**src/rtl/gas_pkg.sv**
```systemverilog
package gas_pkg;

	localparam int VERTEX_W         = 6;
	localparam int VERTEX_SPAN      = 64;
	localparam int DEF_MAX_VERTICES = 64;
	localparam int DEF_MAX_DEGREE   = 16;
	localparam int VCOUNT_W         = 7;
	localparam int EDGE_W           = 10;

	localparam logic [VCOUNT_W-1:0] VCOUNT_RESET = 7'd64;
	localparam logic [EDGE_W-1:0]   EDGE_MAX     = 10'd1023;

	typedef enum logic [1:0] {
		OP_ADD    = 2'd0,
		OP_REMOVE = 2'd1,
		OP_QUERY  = 2'd2,
		OP_RSVD   = 2'd3
	} op_t;

	typedef enum logic [1:0] {
		STAT_OK   = 2'd0,
		STAT_BAD  = 2'd1,
		STAT_FULL = 2'd2
	} status_code_t;

	typedef enum logic [3:0] {
		S_IDLE,
		S_CHECK,
		S_ADD_B,
		S_ADD_CHK,
		S_ADD_WB,
		S_STRIP_DEG,
		S_STRIP_SCAN,
		S_STRIP_FIN,
		S_Q_DEG,
		S_Q_OUT,
		S_DONE
	} state_t;

	typedef struct packed {
		logic [1:0]          op;
		logic [VERTEX_W-1:0] vertex_a;
		logic [VERTEX_W-1:0] vertex_b;
	} request_t;

	typedef struct packed {
		logic [1:0]          status;
		logic [VERTEX_W-1:0] neighbor;
		logic                neighbor_valid;
		logic                last;
		logic [EDGE_W-1:0]   edge_total;
	} result_t;

	typedef struct packed {
		logic         load;
		logic         deg_rd_b;
		logic         cap_da;
		logic         cap_db;
		logic         wr_a;
		logic         wr_b;
		logic         edge_inc;
		logic         edge_dec;
		logic         scan_init;
		logic         scan_step;
		logic         keep_write;
		logic         strip_fin;
		logic         emit;
		logic         emit_nb;
		logic         emit_last;
		status_code_t emit_status;
	} ctrl_cmd_t;

	typedef struct packed {
		logic bad;
		op_t  op;
		logic full;
		logic deg_zero;
		logic scan_last;
		logic second;
	} ctrl_stat_t;

endpackage

```
**src/rtl/gas_ctrl.sv**
```systemverilog
module gas_ctrl (
	input  logic                  clk,
	input  logic                  arst_n,
	input  logic                  start,
	input  gas_pkg::ctrl_stat_t   stat,
	output gas_pkg::ctrl_cmd_t    cmd,
	output logic                  busy
);

	gas_pkg::state_t state_q, state_d;

	always_ff @(posedge clk or negedge arst_n) begin
		if (!arst_n) begin
			state_q <= gas_pkg::S_IDLE;
		end else begin
			state_q <= state_d;
		end
	end

	assign busy = (state_q != gas_pkg::S_IDLE);

	always_comb begin
		state_d = state_q;
		unique case (state_q)
			gas_pkg::S_IDLE: begin
				if (start) state_d = gas_pkg::S_CHECK;
			end
			gas_pkg::S_CHECK: begin
				if (stat.bad) state_d = gas_pkg::S_IDLE;
				else if (stat.op == gas_pkg::OP_ADD) state_d = gas_pkg::S_ADD_B;
				else if (stat.op == gas_pkg::OP_REMOVE) state_d = gas_pkg::S_STRIP_DEG;
				else state_d = gas_pkg::S_Q_DEG;
			end
			gas_pkg::S_ADD_B: begin
				state_d = gas_pkg::S_ADD_CHK;
			end
			gas_pkg::S_ADD_CHK: begin
				state_d = stat.full ? gas_pkg::S_IDLE : gas_pkg::S_ADD_WB;
			end
			gas_pkg::S_ADD_WB: begin
				state_d = gas_pkg::S_DONE;
			end
			gas_pkg::S_STRIP_DEG: begin
				state_d = stat.deg_zero ? gas_pkg::S_STRIP_FIN : gas_pkg::S_STRIP_SCAN;
			end
			gas_pkg::S_STRIP_SCAN: begin
				if (stat.scan_last) state_d = gas_pkg::S_STRIP_FIN;
			end
			gas_pkg::S_STRIP_FIN: begin
				state_d = stat.second ? gas_pkg::S_DONE : gas_pkg::S_STRIP_DEG;
			end
			gas_pkg::S_Q_DEG: begin
				state_d = stat.deg_zero ? gas_pkg::S_IDLE : gas_pkg::S_Q_OUT;
			end
			gas_pkg::S_Q_OUT: begin
				if (stat.scan_last) state_d = gas_pkg::S_IDLE;
			end
			gas_pkg::S_DONE: begin
				state_d = gas_pkg::S_IDLE;
			end
			default: begin
				state_d = gas_pkg::S_IDLE;
			end
		endcase
	end

	always_comb begin
		cmd = '0;
		cmd.emit_status = gas_pkg::STAT_OK;
		unique case (state_q)
			gas_pkg::S_IDLE: begin
				cmd.load = start;
			end
			gas_pkg::S_CHECK: begin
				if (stat.bad) begin
					cmd.emit        = 1'b1;
					cmd.emit_last   = 1'b1;
					cmd.emit_status = gas_pkg::STAT_BAD;
				end
			end
			gas_pkg::S_ADD_B: begin
				cmd.cap_da   = 1'b1;
				cmd.deg_rd_b = 1'b1;
			end
			gas_pkg::S_ADD_CHK: begin
				if (stat.full) begin
					cmd.emit        = 1'b1;
					cmd.emit_last   = 1'b1;
					cmd.emit_status = gas_pkg::STAT_FULL;
				end else begin
					cmd.cap_db = 1'b1;
					cmd.wr_a   = 1'b1;
				end
			end
			gas_pkg::S_ADD_WB: begin
				cmd.wr_b     = 1'b1;
				cmd.edge_inc = 1'b1;
			end
			gas_pkg::S_STRIP_DEG: begin
				cmd.scan_init = 1'b1;
			end
			gas_pkg::S_STRIP_SCAN: begin
				cmd.scan_step  = 1'b1;
				cmd.keep_write = 1'b1;
			end
			gas_pkg::S_STRIP_FIN: begin
				cmd.strip_fin = 1'b1;
				cmd.deg_rd_b  = !stat.second;
				cmd.edge_dec  = stat.second;
			end
			gas_pkg::S_Q_DEG: begin
				cmd.scan_init = 1'b1;
				if (stat.deg_zero) begin
					cmd.emit      = 1'b1;
					cmd.emit_last = 1'b1;
				end
			end
			gas_pkg::S_Q_OUT: begin
				cmd.scan_step = 1'b1;
				cmd.emit      = 1'b1;
				cmd.emit_nb   = 1'b1;
				cmd.emit_last = stat.scan_last;
			end
			gas_pkg::S_DONE: begin
				cmd.emit      = 1'b1;
				cmd.emit_last = 1'b1;
			end
			default: begin
				cmd.emit_status = gas_pkg::STAT_OK;
			end
		endcase
	end

endmodule

```
**config.mk**
```make
export PLATFORM = sky130hd
export DESIGN_NAME = gas_ctrl
export DESIGN_NICKNAME = d
export VERILOG_FILES = /design/src/rtl/gas_pkg.sv /design/src/rtl/gas_ctrl.sv
export SDC_FILE = /design/constraint.sdc
export NUM_CORES = 1
export LEC_CHECK = 0
export BUFFER_PORTS_ARGS = -buffer_cell sky130_fd_sc_hd__clkbuf_2
export CAP_MARGIN = 15
export CORE_AREA = 3 3 40 42
export DETAILED_ROUTE_END_ITERATION = 16
export DIE_AREA = 0 0 43 45
export PLACE_DENSITY = 0.76
export SLEW_MARGIN = 40
export SYNTH_ARGS = -nofsm -noshare
export SYNTH_HDL_FRONTEND = slang
export SYNTH_SLANG_ARGS = --single-unit
```
**constraint.sdc**
```tcl
create_clock -name clk -period 1.9 [get_ports clk]
set_clock_uncertainty 0.05 [all_clocks]
set_input_delay 0.095 -clock clk [delete_from_list [all_inputs] [get_ports clk]]
set_output_delay 0.095 -clock clk [all_outputs]
set_load 0.05 [all_outputs]
```
==> impl_metrics.env <==
export IMPL_status="completed"
export IMPL_async_reset_ff_share_pct=100
export IMPL_cap_violations=0
export IMPL_highest_layer="met3"
export IMPL_synthDominantCellAreaShare_pct=18.7
export IMPL_avgRoutedWirePerCell_um=12.3
export IMPL_first_global_vias=495
export IMPL_critical_path_class="reg -> out"
export IMPL_fin_crit_ps=1790
export IMPL_finalWirelength_um=1340
export IMPL_cp_num_buf_inv=1
export IMPL_dr_pass1_iters=4
export IMPL_top_register="state_q"
export IMPL_synth_edff_count=0
export IMPL_dp_hpwl_um=1060
export IMPL_synth_area_mux_share_pct=4.22
export IMPL_layout_nets=106
export IMPL_die_area_sq_mm=0.00194
export IMPL_drt_met1_wl_um=637
export IMPL_grt_max_degree=21
export IMPL_ant_nets=0
export IMPL_via_per_inst=5.63
export IMPL_hold_class="in -> reg"
export IMPL_syn_to_final_growth_pct=31.9
export IMPL_gr_total_overflow=0
export IMPL_yosysUniqueCellTypes=37
export IMPL_syn_area_sq_um=534
export IMPL_yosys_area_share_simple_pct=36.5
export IMPL_setup_violations=0
export IMPL_synth_compound_area_share_pct=26.5
export IMPL_largest_reg_flops=4
export IMPL_cts_root_buf="clkbuf_4"
export IMPL_end_kind="output pin"
export IMPL_leakage_nw=0.342
export IMPL_slew_violations=0
export IMPL_cp_slowest_cell="dfrtp_2"
export IMPL_timing_critical_path_cells="nand2b_1 -> mux2_2 -> nor2_1 -> clkbuf_2"
export IMPL_ir_worst_vdd_v=0.000817
export IMPL_vias=614
export IMPL_syn_nets=78
export IMPL_worst_path_stages=4
export IMPL_dr_wl_met2_um=643
export IMPL_grtUsageTotal_pct=14.8
export IMPL_path_delay_family="flip-flops"
export IMPL_critPathRequiredTime_ps=1750
export IMPL_port_buffers=27
export IMPL_cts_buffers=3
export IMPL_n_antenna_cell=0
export IMPL_avgSynthCellArea_sq_um=7.86
export IMPL_yosys_top_cells_count="nor2_1 (6), nand2b_1 (5), buf_4 (4), dfrtp_1 (4), inv_1 (4)"
export IMPL_relSlewSlack_pct=75.9
export IMPL_antenna_found_initial=0
export IMPL_r2r_cells=4
export IMPL_clk_transition_reported_paths_ps=40
export IMPL_yosys_warnings=0
export IMPL_ys_dominant_reg_cell="dfrtp_1"
export IMPL_synth_most_common_cell="nor2_1"
export IMPL_p_per_area_mw_per_mm2=1840
export IMPL_drtIter0Drc=6
export IMPL_num_rows=13
export IMPL_dieWidth_um=43
export IMPL_drc_errors=0
export IMPL_coreArea_sq_mm=0.00128
export IMPL_post_route_util_pct=54.8
export IMPL_worst_pin_slew_ps=362
export IMPL_io_pins=28
export IMPL_whs_path_depth=2
export IMPL_ys_ff_latch=4
export IMPL_start_util_pct=41.6
export IMPL_fin_crit_sh_pct=94.4
export IMPL_ctsHtreeMaxLevel=1
export IMPL_clockBufferDepth=2
export IMPL_totalNegativeSetupSlack_ps=0
export IMPL_ys_seq_area_share_pct=18.7
export IMPL_path_max_fanout=16
export IMPL_insertion_delay_ps=230
export IMPL_rsz0062_at_grt="false"
export IMPL_largestRegisters="state_q: 4 flops"
export IMPL_wl_met3_um=57
export IMPL_slowest_delay_ps=500
export IMPL_synth_xor_area_share_pct=1.64
export IMPL_hold_violations=0
export IMPL_ys_top_cells_by_area="dfrtp_1 (19%), nand2b_1 (5.9%), buf_4 (5.6%), mux2_2 (4.2%), nor2_1 (4.2%)"
export IMPL_fp_dieH_um=45
export IMPL_fillers=140
export IMPL_place_congestion=0.807
export IMPL_synth_top_family_by_area="simple AND/OR/NAND/NOR gates"
export IMPL_synthAdderAreaFrac_pct=0
export IMPL_syn_inst=68
export IMPL_max_freq_mhz=557
export IMPL_cts_tree="built"
export IMPL_dp_cells=105
export IMPL_grt_pass1_wl_um=2170
export IMPL_yosysTopAreaCell="dfrtp_1"
export IMPL_startpoint_type="flop"
export IMPL_drive_gt1_share_pct=44.7
export IMPL_worst_ep_arrival_time_ps=1650
export IMPL_clock_sinks=4
export IMPL_instances_no_fill=109
## worst reg2reg max path, delay by kind of cell, from the launching register on
kind            cells  cell delay (ps)
compound gates      2              270
buf+inv             1              220
flops               1              490
simple gates        1              420
## final cells by class
| cell class | count | area (sq um) | share of cell area (%) |
|---|---|---|---|
| clock buffer | 3 | 22.5 | 3.20 |
| multi-input combinational | 53 | 384 | 54.5 |
| inverter | 4 | 15.0 | 2.13 |
| timing repair buffer | 30 | 160 | 22.7 |
| sequential | 4 | 104 | 14.7 |
| tap | 15 | 18.8 | 2.66 |
## cells in the final DEF (no fill, tap or decap), drive strengths merged, types with 2 or more instances in the layout
cell / instances
clkbuf: 30
and3: 2
nor3: 3
o31ai: 2
nand2b: 5
a21oi: 2
nand4b: 2
nor2: 6
and2: 3
o21bai: 2
inv: 4
nor3b: 2
nand2: 2
buf: 2
mux2: 2
dfrtp: 4
## final timing paths
| kind | from | end | slack [ps] |
|---|---|---|---|
| min in group asynchronous | arst_n | state_q[0] | 150 |
| worst min register to register | state_q[3] | state_q[2] | 620 |
| worst min-delay path | stat[4] | state_q[1] | 20 |
| worst max register to register | state_q[1] | state_q[0] | 320 |
| max in group asynchronous | arst_n | state_q[3] | 1520 |
| worst max-delay path | state_q[2] | cmd[8] | 110 |
## per-layer routing
layer  global-route usage, %  vias up
met2                    22.8       17
met4                    7.23        0
met5                       0        -
met1                    19.5      291
li1                        -      306
met3                    3.59        0
## cells by family after synthesis
family / after synthesis
and+or+nand+nor: 31
AOI/OAI and AO/OA: 19
buffers and inverters: 11
DFF: 4
muxes: 2
xor gates and xnor gates: 1
## per-stage QoR
step | total power [mW] | area (sq um) | hold WS (ps) | setup WS (ps)
2_1_floorplan | 1.05 | 551 | -251 | -287
3_3_place_gp | 1.18 | 668 | -148 | 250
3_5_place_dp | 1.19 | 668 | -145 | 222
4_1_cts | 1.31 | 703 | 20.3 | 8.53
5_1_grt | 1.39 | 704 | 15.2 | 18.9
6_report | 1.30 | 704 | 22.5 | 106
## timing repair
action | in CTS | in global routing
endpoints found under the setup margin | 2 | 3
buffers inserted | 0 | 0
hold endpoints to repair | 4 | 0
hold buffers | 1 | 0
cloned | 0 | 0
resized for setup | 2 | 1
## power breakdown
group          total, mW  internal [mW]  switching (mW)
Combinational      0.925          0.308           0.617
Clock              0.103         0.0705          0.0324
Sequential         0.268          0.125           0.143
Total               1.30          0.503           0.792
Power figures use the tool's default switching activity.
